--- config.mk ---
export PLATFORM = sky130hd
export DESIGN_NAME = minmax_axis_normalizer
export DESIGN_NICKNAME = d
export VERILOG_FILES = /design/src/rtl/core/mmn_pkg.sv /design/src/rtl/core/minmax_axis_normalizer.sv /design/src/rtl/core/mmn_lane.sv /design/src/rtl/core/mmn_merge.sv
export SDC_FILE = /design/constraint.sdc
export NUM_CORES = 2
export LEC_CHECK = 0
export BUFFER_PORTS_ARGS = -buffer_cell sky130_fd_sc_hd__buf_2
export CORE_MARGIN = 2
export CORE_UTILIZATION = 53
export DETAILED_ROUTE_END_ITERATION = 7
export PLACE_DENSITY = 0.69
export SLEW_MARGIN = 0
export SYNTH_ARGS = -nofsm -noshare
export SYNTH_HDL_FRONTEND = slang
export SYNTH_SLANG_ARGS = --single-unit
--- constraint.sdc ---
create_clock -name clk -period 12.8 [get_ports clk]
set_input_delay 0.64 -clock clk [delete_from_list [all_inputs] [get_ports clk]]
set_output_delay 0.64 -clock clk [all_outputs]
set_load 0.005 [all_outputs]
--- src/rtl/core/mmn_pkg.sv ---
// Shared types and constants of the min/max axis normaliser.
package mmn_pkg;

  localparam int SAMPLE_BITS = 16;
  localparam int GAIN_W      = 16;
  localparam int OUT_W       = 24;
  localparam int NUM_AXES    = 3;
  localparam int DIFF_W      = SAMPLE_BITS + 2;
  localparam int SPAN_W      = SAMPLE_BITS + 1;
  localparam int MAG_W       = SPAN_W + GAIN_W;
  localparam int CNT_W       = $clog2(MAG_W);
  localparam int CFG_IDX_W   = 1;
  localparam int CFG_DATA_W  = GAIN_W;

  localparam logic [CFG_IDX_W-1:0] REG_HOLD_EXTREMES   = 1'd0;
  localparam logic [CFG_IDX_W-1:0] REG_FULL_SCALE_GAIN = 1'd1;
  localparam logic [GAIN_W-1:0]    GAIN_RESET          = 16'd256;

  typedef struct packed {
    logic signed [SAMPLE_BITS-1:0] sample_x;
    logic signed [SAMPLE_BITS-1:0] sample_y;
    logic signed [SAMPLE_BITS-1:0] sample_z;
  } in_item_t;

  typedef struct packed {
    logic signed [OUT_W-1:0] norm_x;
    logic signed [OUT_W-1:0] norm_y;
    logic signed [OUT_W-1:0] norm_z;
    logic [NUM_AXES-1:0]     zero_span_flags;
  } out_item_t;

  typedef struct packed {
    logic start;
    logic seed;
    logic hold;
    logic ack;
  } lane_ctrl_t;

  typedef struct packed {
    logic idle;
    logic done;
  } lane_stat_t;

  typedef struct packed {
    logic signed [OUT_W-1:0] norm;
    logic                    zero;
  } lane_res_t;

endpackage

--- src/rtl/core/minmax_axis_normalizer.sv ---
// Top level of the min/max axis normaliser: configuration, lanes and merge.
//
// Input channel in_valid/in_stall/in_data carries one request: a raw signed
// x/y/z sample. Output channel out_valid/out_stall/out_data returns one
// request per sample: three normalised 24-bit values and zero-span flags.
// Configuration is a plain write port (cfg_we, cfg_index, cfg_wdata):
// index 0 freezes min/max tracking, index 1 sets the full-scale gain.
//
// Each axis has its own lane. A lane updates its extremes, forms the
// centred difference, multiplies by the gain and divides by the span with
// a restoring divider that resolves one quotient bit per cycle. The steps
// run in order: tracking at the accepting edge, then centring, the
// multiply, 33 divide steps (a zero span skips them), saturation and the
// move into the output register. A new sample is accepted once all three
// lanes are idle again, so no sample enters while another is in work.
//
// Reset clears the configuration to hold 0 and gain 256 and forgets the
// extremes; the next sample seeds them. While the receiver stalls the
// finished request stays in the output register; the lanes may take one
// more sample and park in their done state until the register frees.
module minmax_axis_normalizer
  import mmn_pkg::*;
(
  input  logic                  clk,
  input  logic                  rst_n,
  input  logic                  in_valid,
  output logic                  in_stall,
  input  in_item_t              in_data,
  output logic                  out_valid,
  input  logic                  out_stall,
  output out_item_t             out_data,
  input  logic                  cfg_we,
  input  logic [CFG_IDX_W-1:0]  cfg_index,
  input  logic [CFG_DATA_W-1:0] cfg_wdata
);

  logic              hold_r, hold_nxt;
  logic [GAIN_W-1:0] gain_r, gain_nxt;
  logic              seeded_r, seeded_nxt;
  logic              accept;
  logic              ack;
  logic              all_idle;
  logic              all_done;
  lane_ctrl_t        ctrl;
  lane_stat_t        stat_x, stat_y, stat_z;
  lane_res_t         res_x, res_y, res_z;

  // Accept a new sample only when every lane has handed its result on.
  assign all_idle = stat_x.idle && stat_y.idle && stat_z.idle;
  assign all_done = stat_x.done && stat_y.done && stat_z.done;
  assign in_stall = !all_idle;
  assign accept   = in_valid && all_idle;

  always_comb begin
    hold_nxt   = hold_r;
    gain_nxt   = gain_r;
    seeded_nxt = seeded_r || accept;
    if (cfg_we) begin
      case (cfg_index)
        REG_HOLD_EXTREMES:   hold_nxt = cfg_wdata[0];
        REG_FULL_SCALE_GAIN: gain_nxt = cfg_wdata[GAIN_W-1:0];
        default: ;
      endcase
    end
  end

  always_ff @(posedge clk) begin
    if (!rst_n) begin
      hold_r   <= 1'b0;
      gain_r   <= GAIN_RESET;
      seeded_r <= 1'b0;
    end else begin
      hold_r   <= hold_nxt;
      gain_r   <= gain_nxt;
      seeded_r <= seeded_nxt;
    end
  end

  // The first sample seeds both extremes of every axis, hold or not.
  assign ctrl.start = accept;
  assign ctrl.seed  = !seeded_r;
  assign ctrl.hold  = hold_r;
  assign ctrl.ack   = ack;

  mmn_lane u_lane_x (
    .clk    (clk),
    .rst_n  (rst_n),
    .ctrl   (ctrl),
    .gain   (gain_r),
    .sample (in_data.sample_x),
    .stat   (stat_x),
    .res    (res_x)
  );

  mmn_lane u_lane_y (
    .clk    (clk),
    .rst_n  (rst_n),
    .ctrl   (ctrl),
    .gain   (gain_r),
    .sample (in_data.sample_y),
    .stat   (stat_y),
    .res    (res_y)
  );

  mmn_lane u_lane_z (
    .clk    (clk),
    .rst_n  (rst_n),
    .ctrl   (ctrl),
    .gain   (gain_r),
    .sample (in_data.sample_z),
    .stat   (stat_z),
    .res    (res_z)
  );

  mmn_merge u_merge (
    .clk       (clk),
    .rst_n     (rst_n),
    .all_done  (all_done),
    .res_x     (res_x),
    .res_y     (res_y),
    .res_z     (res_z),
    .ack       (ack),
    .out_valid (out_valid),
    .out_stall (out_stall),
    .out_data  (out_data)
  );

  // Accepted sample sets every lane working in the next cycle.
  a_lanes_start: assert property (@(posedge clk) disable iff (!rst_n)
    accept |=> !stat_x.idle && !stat_y.idle && !stat_z.idle)
    else $error("lanes did not start on an accepted sample");

  // Hand results on only when all three lanes have finished.
  a_ack_done: assert property (@(posedge clk) disable iff (!rst_n)
    ack |-> all_done)
    else $error("merge took results from an unfinished lane");

  // Once seeded, the extremes stay seeded until reset.
  a_seeded_holds: assert property (@(posedge clk) disable iff (!rst_n)
    seeded_r |=> seeded_r)
    else $error("seeded flag dropped without reset");

  // A zero-span flag comes with a zero value on that axis.
  a_zero_x: assert property (@(posedge clk) disable iff (!rst_n)
    out_valid && out_data.zero_span_flags[0] |-> out_data.norm_x == '0)
    else $error("x flagged zero span but value is not zero");

endmodule

--- src/rtl/core/mmn_lane.sv ---
// One axis lane: min/max tracking, scaling multiply and bit-serial divide.
module mmn_lane
  import mmn_pkg::*;
(
  input  logic                          clk,
  input  logic                          rst_n,
  input  lane_ctrl_t                    ctrl,
  input  logic        [GAIN_W-1:0]      gain,
  input  logic signed [SAMPLE_BITS-1:0] sample,
  output lane_stat_t                    stat,
  output lane_res_t                     res
);

  typedef enum logic [2:0] {
    S_IDLE, S_PREP, S_MUL, S_DIV, S_SAT, S_DONE
  } state_t;

  localparam logic [MAG_W-1:0] SAT_POS = MAG_W'((1 << (OUT_W - 1)) - 1);
  localparam logic [MAG_W-1:0] SAT_NEG = MAG_W'(1 << (OUT_W - 1));
  localparam logic [CNT_W-1:0] CNT_TOP = CNT_W'(MAG_W - 1);

  state_t                        state_r, state_nxt;
  logic signed [SAMPLE_BITS-1:0] min_r, min_nxt;
  logic signed [SAMPLE_BITS-1:0] max_r, max_nxt;
  logic signed [SAMPLE_BITS-1:0] v_r, v_nxt;
  logic        [SPAN_W-1:0]      dmag_r, dmag_nxt;
  logic        [SPAN_W-1:0]      span_r, span_nxt;
  logic                          neg_r, neg_nxt;
  logic                          zero_r, zero_nxt;
  logic        [MAG_W-1:0]       quo_r, quo_nxt;
  logic        [SPAN_W-1:0]      rem_r, rem_nxt;
  logic        [CNT_W-1:0]       cnt_r, cnt_nxt;
  logic signed [OUT_W-1:0]       norm_r, norm_nxt;

  logic signed [DIFF_W-1:0] diff;
  logic signed [DIFF_W-1:0] span_full;
  logic        [DIFF_W-1:0] diff_abs;
  logic        [SPAN_W:0]   shifted;
  logic        [SPAN_W:0]   trial;
  logic                     fits;

  always_comb begin
    diff      = (DIFF_W'(v_r) <<< 1) - DIFF_W'(min_r) - DIFF_W'(max_r);
    span_full = DIFF_W'(max_r) - DIFF_W'(min_r);
    diff_abs  = diff[DIFF_W-1] ? DIFF_W'(-diff) : DIFF_W'(diff);
    shifted   = {rem_r, quo_r[MAG_W-1]};
    trial     = shifted - {1'b0, span_r};
    fits      = shifted >= {1'b0, span_r};
  end

  always_comb begin
    state_nxt = state_r;
    min_nxt   = min_r;
    max_nxt   = max_r;
    v_nxt     = v_r;
    dmag_nxt  = dmag_r;
    span_nxt  = span_r;
    neg_nxt   = neg_r;
    zero_nxt  = zero_r;
    quo_nxt   = quo_r;
    rem_nxt   = rem_r;
    cnt_nxt   = cnt_r;
    norm_nxt  = norm_r;
    case (state_r)
      S_IDLE: begin
        if (ctrl.start) begin
          v_nxt = sample;
          if (ctrl.seed) begin
            min_nxt = sample;
            max_nxt = sample;
          end else if (!ctrl.hold) begin
            if (sample > max_r) begin
              max_nxt = sample;
            end else if (sample < min_r) begin
              min_nxt = sample;
            end
          end
          state_nxt = S_PREP;
        end
      end
      S_PREP: begin
        dmag_nxt  = diff_abs[SPAN_W-1:0];
        neg_nxt   = diff[DIFF_W-1];
        span_nxt  = span_full[SPAN_W-1:0];
        zero_nxt  = (span_full == '0);
        state_nxt = S_MUL;
      end
      S_MUL: begin
        // zero span skips the divide and reads out as zero
        quo_nxt   = zero_r ? '0 : MAG_W'(dmag_r) * MAG_W'(gain);
        rem_nxt   = '0;
        cnt_nxt   = CNT_TOP;
        state_nxt = zero_r ? S_SAT : S_DIV;
      end
      S_DIV: begin
        rem_nxt = fits ? trial[SPAN_W-1:0] : shifted[SPAN_W-1:0];
        quo_nxt = {quo_r[MAG_W-2:0], fits};
        cnt_nxt = cnt_r - 1'b1;
        if (cnt_r == '0) begin
          state_nxt = S_SAT;
        end
      end
      S_SAT: begin
        if (neg_r) begin
          norm_nxt = (quo_r > SAT_NEG) ? OUT_W'(SAT_NEG) : -$signed(quo_r[OUT_W-1:0]);
        end else begin
          norm_nxt = (quo_r > SAT_POS) ? OUT_W'(SAT_POS) : $signed(quo_r[OUT_W-1:0]);
        end
        state_nxt = S_DONE;
      end
      S_DONE: begin
        if (ctrl.ack) begin
          state_nxt = S_IDLE;
        end
      end
      default: state_nxt = S_IDLE;
    endcase
  end

  always_ff @(posedge clk) begin
    if (!rst_n) begin
      state_r <= S_IDLE;
    end else begin
      state_r <= state_nxt;
    end
    min_r  <= min_nxt;
    max_r  <= max_nxt;
    v_r    <= v_nxt;
    dmag_r <= dmag_nxt;
    span_r <= span_nxt;
    neg_r  <= neg_nxt;
    zero_r <= zero_nxt;
    quo_r  <= quo_nxt;
    rem_r  <= rem_nxt;
    cnt_r  <= cnt_nxt;
    norm_r <= norm_nxt;
  end

  assign stat.idle = (state_r == S_IDLE);
  assign stat.done = (state_r == S_DONE);
  assign res.norm  = norm_r;
  assign res.zero  = zero_r;

endmodule

--- src/rtl/core/mmn_merge.sv ---
// Merge of the three lane results into the registered output request.
module mmn_merge
  import mmn_pkg::*;
(
  input  logic        clk,
  input  logic        rst_n,
  input  logic        all_done,
  input  lane_res_t   res_x,
  input  lane_res_t   res_y,
  input  lane_res_t   res_z,
  output logic        ack,
  output logic        out_valid,
  input  logic        out_stall,
  output out_item_t   out_data
);

  logic      valid_r, valid_nxt;
  out_item_t data_r, data_nxt;

  always_comb begin
    ack       = all_done && (!valid_r || !out_stall);
    valid_nxt = ack || (valid_r && out_stall);
    data_nxt  = data_r;
    if (ack) begin
      data_nxt.norm_x          = res_x.norm;
      data_nxt.norm_y          = res_y.norm;
      data_nxt.norm_z          = res_z.norm;
      data_nxt.zero_span_flags = {res_z.zero, res_y.zero, res_x.zero};
    end
  end

  always_ff @(posedge clk) begin
    if (!rst_n) begin
      valid_r <= 1'b0;
    end else begin
      valid_r <= valid_nxt;
    end
    data_r <= data_nxt;
  end

  assign out_valid = valid_r;
  assign out_data  = data_r;

endmodule

* Word level (Yosys, flattened, before mapping)
Index checks and enable logic that the tools add are counted.
** Storage, ports and cells
- Register bits :: 595
- Input port bits :: 70
- Logic and storage cells :: 216
** Cells by class
- $add $sub $neg :: 21
- Multipliers :: 3
- Order comparisons :: 15
- Equality and inequality tests :: 34
- Multiplexer cells :: 59
- Bitwise operators :: 1
- Reductions and logical operators :: 39
** Operator list (number)
- $mux 16 :: 21
- $mux 24 :: 9
- $pmux 33 s2 :: 3
- $mux 17 :: 6
- $pmux 17 s2 :: 3
- $gt 33x23->1 const B :: 3
- $gt 33x24->1 const B :: 3
- $mul 17x16->33 :: 3
- $mux 33 :: 3
- $neg 24->24 :: 3
- $ge 18x17->1 :: 3
- $logic_not 18->1 :: 3
- $pmux 3 s6 :: 3
- $sub 17x16->18 :: 3
- $sub 18x16->18 :: 3
- $neg 17->17 :: 3
- $sub 16x16->17 :: 3
- $sub 17x17->17 :: 3
- $gt 16x16->1 :: 3
- $lt 16x16->1 :: 3
- $pmux 6 s2 :: 3
- $mux 3 :: 8
- $ne 2x2->1 const B :: 10
- $eq 3x2->1 const B :: 6
- 15 further kinds :: 58

* Logic depth before layout (Yosys ltp)
- Word-level depth :: 6
- Gate-level depth with buffers :: 26
- Mapped depth without buffers :: 24

* Cells and area by module
Synthesis repeated with hierarchy kept, for this count alone.
** Second synthesis, totals
- Cell total of the unflattened synthesis :: 6232
- Area total of the unflattened synthesis :: 61773.0 µm²
** By module, submodules not included
- mmn_lane (u_lane_y) :: instances 1, cells an instance 2059, area an instance 19722.7 µm², seq. area each 4954.8 µm²
- mmn_lane (u_lane_x) :: instances 1, cells an instance 2028, area an instance 19631.3 µm², seq. area each 4954.8 µm²
- mmn_lane (u_lane_z) :: instances 1, cells an instance 1985, area an instance 19382.3 µm², seq. area each 4954.8 µm²
- mmn_merge :: instances 1, cells an instance 79, area an instance 2290.9 µm², seq. area each 2272.2 µm²
- minmax_axis_normalizer :: instances 1, cells an instance 81, area an instance 745.7 µm², seq. area each 360.3 µm²

* Worst setup path before layout
OpenSTA, ideal clock, no wires.
- Path type :: reg2reg
- Start point :: reg gain_r[9]
- End point :: reg u_lane_y.quo_r[31] (data pin)
- Arrival time :: 6.280 ns
- Data required time :: 12.544 ns
- Path slack :: 6.264 ns
- Stages on the path, launching flop included :: 26
- Cell sequence :: dfxtp_1 -> clkbuf_1 -> clkbuf_1 -> nand2_1 -> fa_1 -> inv_1 -> fa_1 -> inv_1 -> fa_1 -> inv_1 -> fa_1 -> fa_1 -> inv_1 -> fa_1 -> inv_1 -> ha_1 -> a21o_1 -> a21o_1 -> a21oi_1 -> o22ai_1 -> a31oi_1 -> o21ai_0 -> a311oi_1 -> o21ai_0 -> xnor2_1 -> a22o_1
** On the way
- Cells in the longest elaborated chain, start to end :: 3
** Ends and longest elaborated chain
- start, declared :: RTL line minmax_axis_normalizer.sv:38 : logic [GAIN_W-1:0] gain_r, gain_nxt;
- start signal, assigned :: RTL line minmax_axis_normalizer.sv:74 : gain_r <= gain_nxt;
- $mul 17x16->33 :: RTL line mmn_lane.sv:90 : quo_nxt = zero_r ? '0 : MAG_W'(dmag_r) * MAG_W'(gain);
- $mux 33 :: RTL line mmn_lane.sv:90
- $pmux 33 s2 :: RTL line mmn_lane.sv:64 : case (state_r)
- named net u_lane_y.quo_nxt[31] :: RTL line mmn_lane.sv:30 : logic [MAG_W-1:0] quo_r, quo_nxt;
- end signal, assigned :: RTL line mmn_lane.sv:133 : quo_r <= quo_nxt;
- end, declared :: RTL line mmn_lane.sv:30
The timed path passes the listed nets, and every way through them passes these cells.
A chain may end at the register's enable or synchronous reset.

* Worst setup path after layout
- Start point :: reg gain_r[6]
- End point :: reg u_lane_y.quo_r[31] (data pin)
The elaborated chain is that of the path after synthesis.

==> flow_metrics.env <==
export IMPL_status="completed"
export IMPL_antenna_found_initial=3
export IMPL_worst_slew_pin_transition_ns=1.17
export IMPL_hold_class="in -> reg"
export IMPL_drc=0
export IMPL_clockBufferDepth=3
export IMPL_yosysSeqAreaShare_pct=28.5
export IMPL_yosysTopAreaCellShare_pct=27.6
export IMPL_crit_path_start="gain_r[6]$_SDFFE_PN0P_"
export IMPL_cts_buffers=71
export IMPL_yosys_area_top_type="edfxtp_1"
export IMPL_drt_first_pass_iters=5
export IMPL_coreArea_um2=116000
export IMPL_grt_pass1_vias=44975
export IMPL_yosys_area_share_adder_pct=34.6
export IMPL_drive_above_1_share_pct=5.93
export IMPL_grt_overflow=0
export IMPL_synth_mux_area_share_pct=0.343
export IMPL_drv_slew=0
export IMPL_synth_simple_area_share_pct=14.7
export IMPL_tritoncts="done"
export IMPL_r2r_slack_ns=5.37
export IMPL_syn2layout_area_growth_pct=7.30
export IMPL_die_w_um=345
export IMPL_endpoint="u_lane_y.quo_r[31]$_DFFE_PP_"
export IMPL_start_util_pct=53.3
export IMPL_synth_compound_area_share_pct=10.4
export IMPL_relSlewSlack_pct=21.5
export IMPL_fin_crit_ns=7.43
export IMPL_root_buffer="clkbuf_16"
export IMPL_final_hold_violation_count=0
export IMPL_rsz0062_at_grt="false"
export IMPL_ys_types=89
export IMPL_hold_buffers=0
export IMPL_pin_count=147
export IMPL_drtAntennaViolNets=0
export IMPL_final_common_cell="inv_1"
export IMPL_grt_use_total_pct=24.2
export IMPL_avgSynthCellArea_um2=9.90
export IMPL_htreeDepth=3
export IMPL_setup_violations=0
export IMPL_worst_path_max_fanout=35
export IMPL_synth_top_family_by_area="adder cells"
export IMPL_post_cts_resized=0
export IMPL_hpwl_mm=107
export IMPL_synth_area_um2=61700
export IMPL_maxCapViolations=0
export IMPL_clock_latency_ns=0.66
export IMPL_synthCells=6230
export IMPL_synth_edf_count=567
export IMPL_p_total_mw=17.3
export IMPL_antennaDiodeCount=0
export IMPL_final_cell_mix="1007 x inv_1, 689 x nand2_1, 678 x fa_1"
export IMPL_wirelength_mm=142
export IMPL_synth_warnings=0
export IMPL_nets=7624
export IMPL_reg2reg_to="u_lane_y.quo_r[31]$_DFFE_PP_"
export IMPL_synthesis_nets=7600
export IMPL_ys_seq_elements=595
export IMPL_r2r_start="gain_r[6]$_SDFFE_PN0P_"
export IMPL_clock_sinks=595
export IMPL_rows=125
export IMPL_grt_max_degree=59
export IMPL_required_ns=13.19
export IMPL_critPathArrivalTime_ns=7.82
export IMPL_num_vias=44306
export IMPL_path_class="reg -> reg"
export IMPL_fp_dieH_um=345
export IMPL_p_leak_nw=29.9
export IMPL_clkTransAtPathRegs_ns=0.06
export IMPL_post_route_period_util_pct=58.0
export IMPL_final_setup_skew_ns=0.0297
export IMPL_synth_area_leaders="edfxtp_1 28%, fa_1 22%, ha_1 13%"
export IMPL_port_buffers=146
export IMPL_async_flop_share_pct=0
export IMPL_worstSetupStartpointType="flip-flop"
export IMPL_setup_tns_ns=0
export IMPL_grt_pass1_wl_mm=234
export IMPL_wire_per_inst_um=18.2
export IMPL_dieArea_um2=119000
export IMPL_fmax_ghz=0.135
export IMPL_ir_drop_uv=193
export IMPL_viasPerCell=5.66
export IMPL_routabilityCongestion=0.896
export IMPL_r2r_cells=23
export IMPL_synth_xor_area_share_pct=3.71
export IMPL_powerDensity_nw_per_um2=262
export IMPL_synth_top_flop_cell="edfxtp_1"
export IMPL_crit_path_end_kind="flip-flop"
export IMPL_drt_iter0_markers=3410
export IMPL_post_cts_buffers=0
export IMPL_min_path_cells=1
area by class of cell:
cell class	count	area, um2
repair buffers	195	1100
well taps	1524	1910
inverters	1011	3800
clock buffers	81	1830
clock inverters	46	492
multi-input cells	4380	39400
fillers	9948	49600
flip-flops and latches	595	17600
report_power, final:
group | internal [mW] | total (mW) | switching (mW) | leakage (nW)
clock network | 1.20 | 2.05 | 0.851 | 1.12
registers | 3.25 | 4.11 | 0.853 | 5.45
logic | 4.60 | 11.2 | 6.57 | 23.4
total | 9.05 | 17.3 | 8.28 | 29.9
worst min path at each step:
stage	start	to	slack, ns
2_1_floorplan	u_lane_z.norm_r[7]$_DFFE_PP_	u_merge.out_data[10]$_DFFE_PP_	0.40
3_3_place_gp	u_lane_x.norm_r[18]$_DFFE_PP_	u_merge.out_data[69]$_DFFE_PP_	0.40
3_5_place_dp	u_lane_z.norm_r[17]$_DFFE_PP_	u_merge.out_data[20]$_DFFE_PP_	0.40
4_1_cts	in_data[0]	u_lane_z.v_r[0]$_DFFE_PP_	0.19
5_1_grt	in_data[0]	u_lane_z.v_r[0]$_DFFE_PP_	0.21
6_report	in_data[0]	u_lane_z.v_r[0]$_DFFE_PP_	0.23
kinds of logic after synthesis:
group	after synthesis
AND/OR/NAND/NOR	1827
adder cells (fa/ha/maj)	1300
buffers and inverters	1255
AO/OA/AOI/OAI	971
flip-flops	595
XOR/XNOR	261
multiplexers	21
cells in the mapped netlist (93+ instances only):
cell,instances
a21o_1,118
a21oi_1,240
and2_1,381
clkbuf_1,235
edfxtp_1,567
fa_1,678
ha_1,622
inv_1,1008
nand2_1,689
nor2_1,255
nor3_1,93
o21ai_0,203
xnor2_1,167
xor2_1,94
worst max-delay path, cell delays in order (launching register included):
cell	delay, ns
dfxtp_1	0.77
buf_4	0.52
and2_1	0.23
fa_1	0.39
inv_1	0.09
fa_1	0.41
fa_1	0.51
inv_1	0.05
fa_1	0.46
fa_1	0.54
inv_1	0.05
fa_1	0.53
inv_1	0.04
ha_1	0.36
a21o_1	0.19
a21o_1	0.17
a21oi_1	0.18
o22ai_1	0.09
a31oi_1	0.29
o21ai_0	0.32
a311oi_1	0.46
o21ai_0	0.18
xnor2_1	0.15
a22o_1	0.17
through the flow:
step                      cells  hold WS, ns  worst slack, ns  utilization, %  cell area [um2]
final                      7832        0.226             5.37            57.2            66200
after global routing       7832        0.212             4.88            57.2            66200
after CTS                  7832        0.188             5.39            57.2            66200
after detailed placement   7705        0.405             5.45            55.2            63800
after global placement     7705        0.404             5.58            55.2            63800
after floorplan            6230        0.400             6.26               -            61700
routing by layer:
layer / vias to the layer above / GRT usage, % / share of wire (%)
met3: 201 / 3.55 / 6.2
met5: - / 0 / 0.030
met2: 1277 / 39.3 / 46
met4: 6 / 6.05 / 2.2
li1: 20694 / - / -
met1: 22128 / 34.2 / 45
sequential cells by signal (all words and copies together) (netlist names), 24 cells and up:
signal / count
u_merge.out_data: 75
u_lane_x.quo_r: 33
u_lane_y.quo_r: 33
u_lane_z.quo_r: 33
u_lane_x.norm_r: 24
u_lane_y.norm_r: 24
u_lane_z.norm_r: 24
Note: power is estimated with default switching activity, not from simulation.
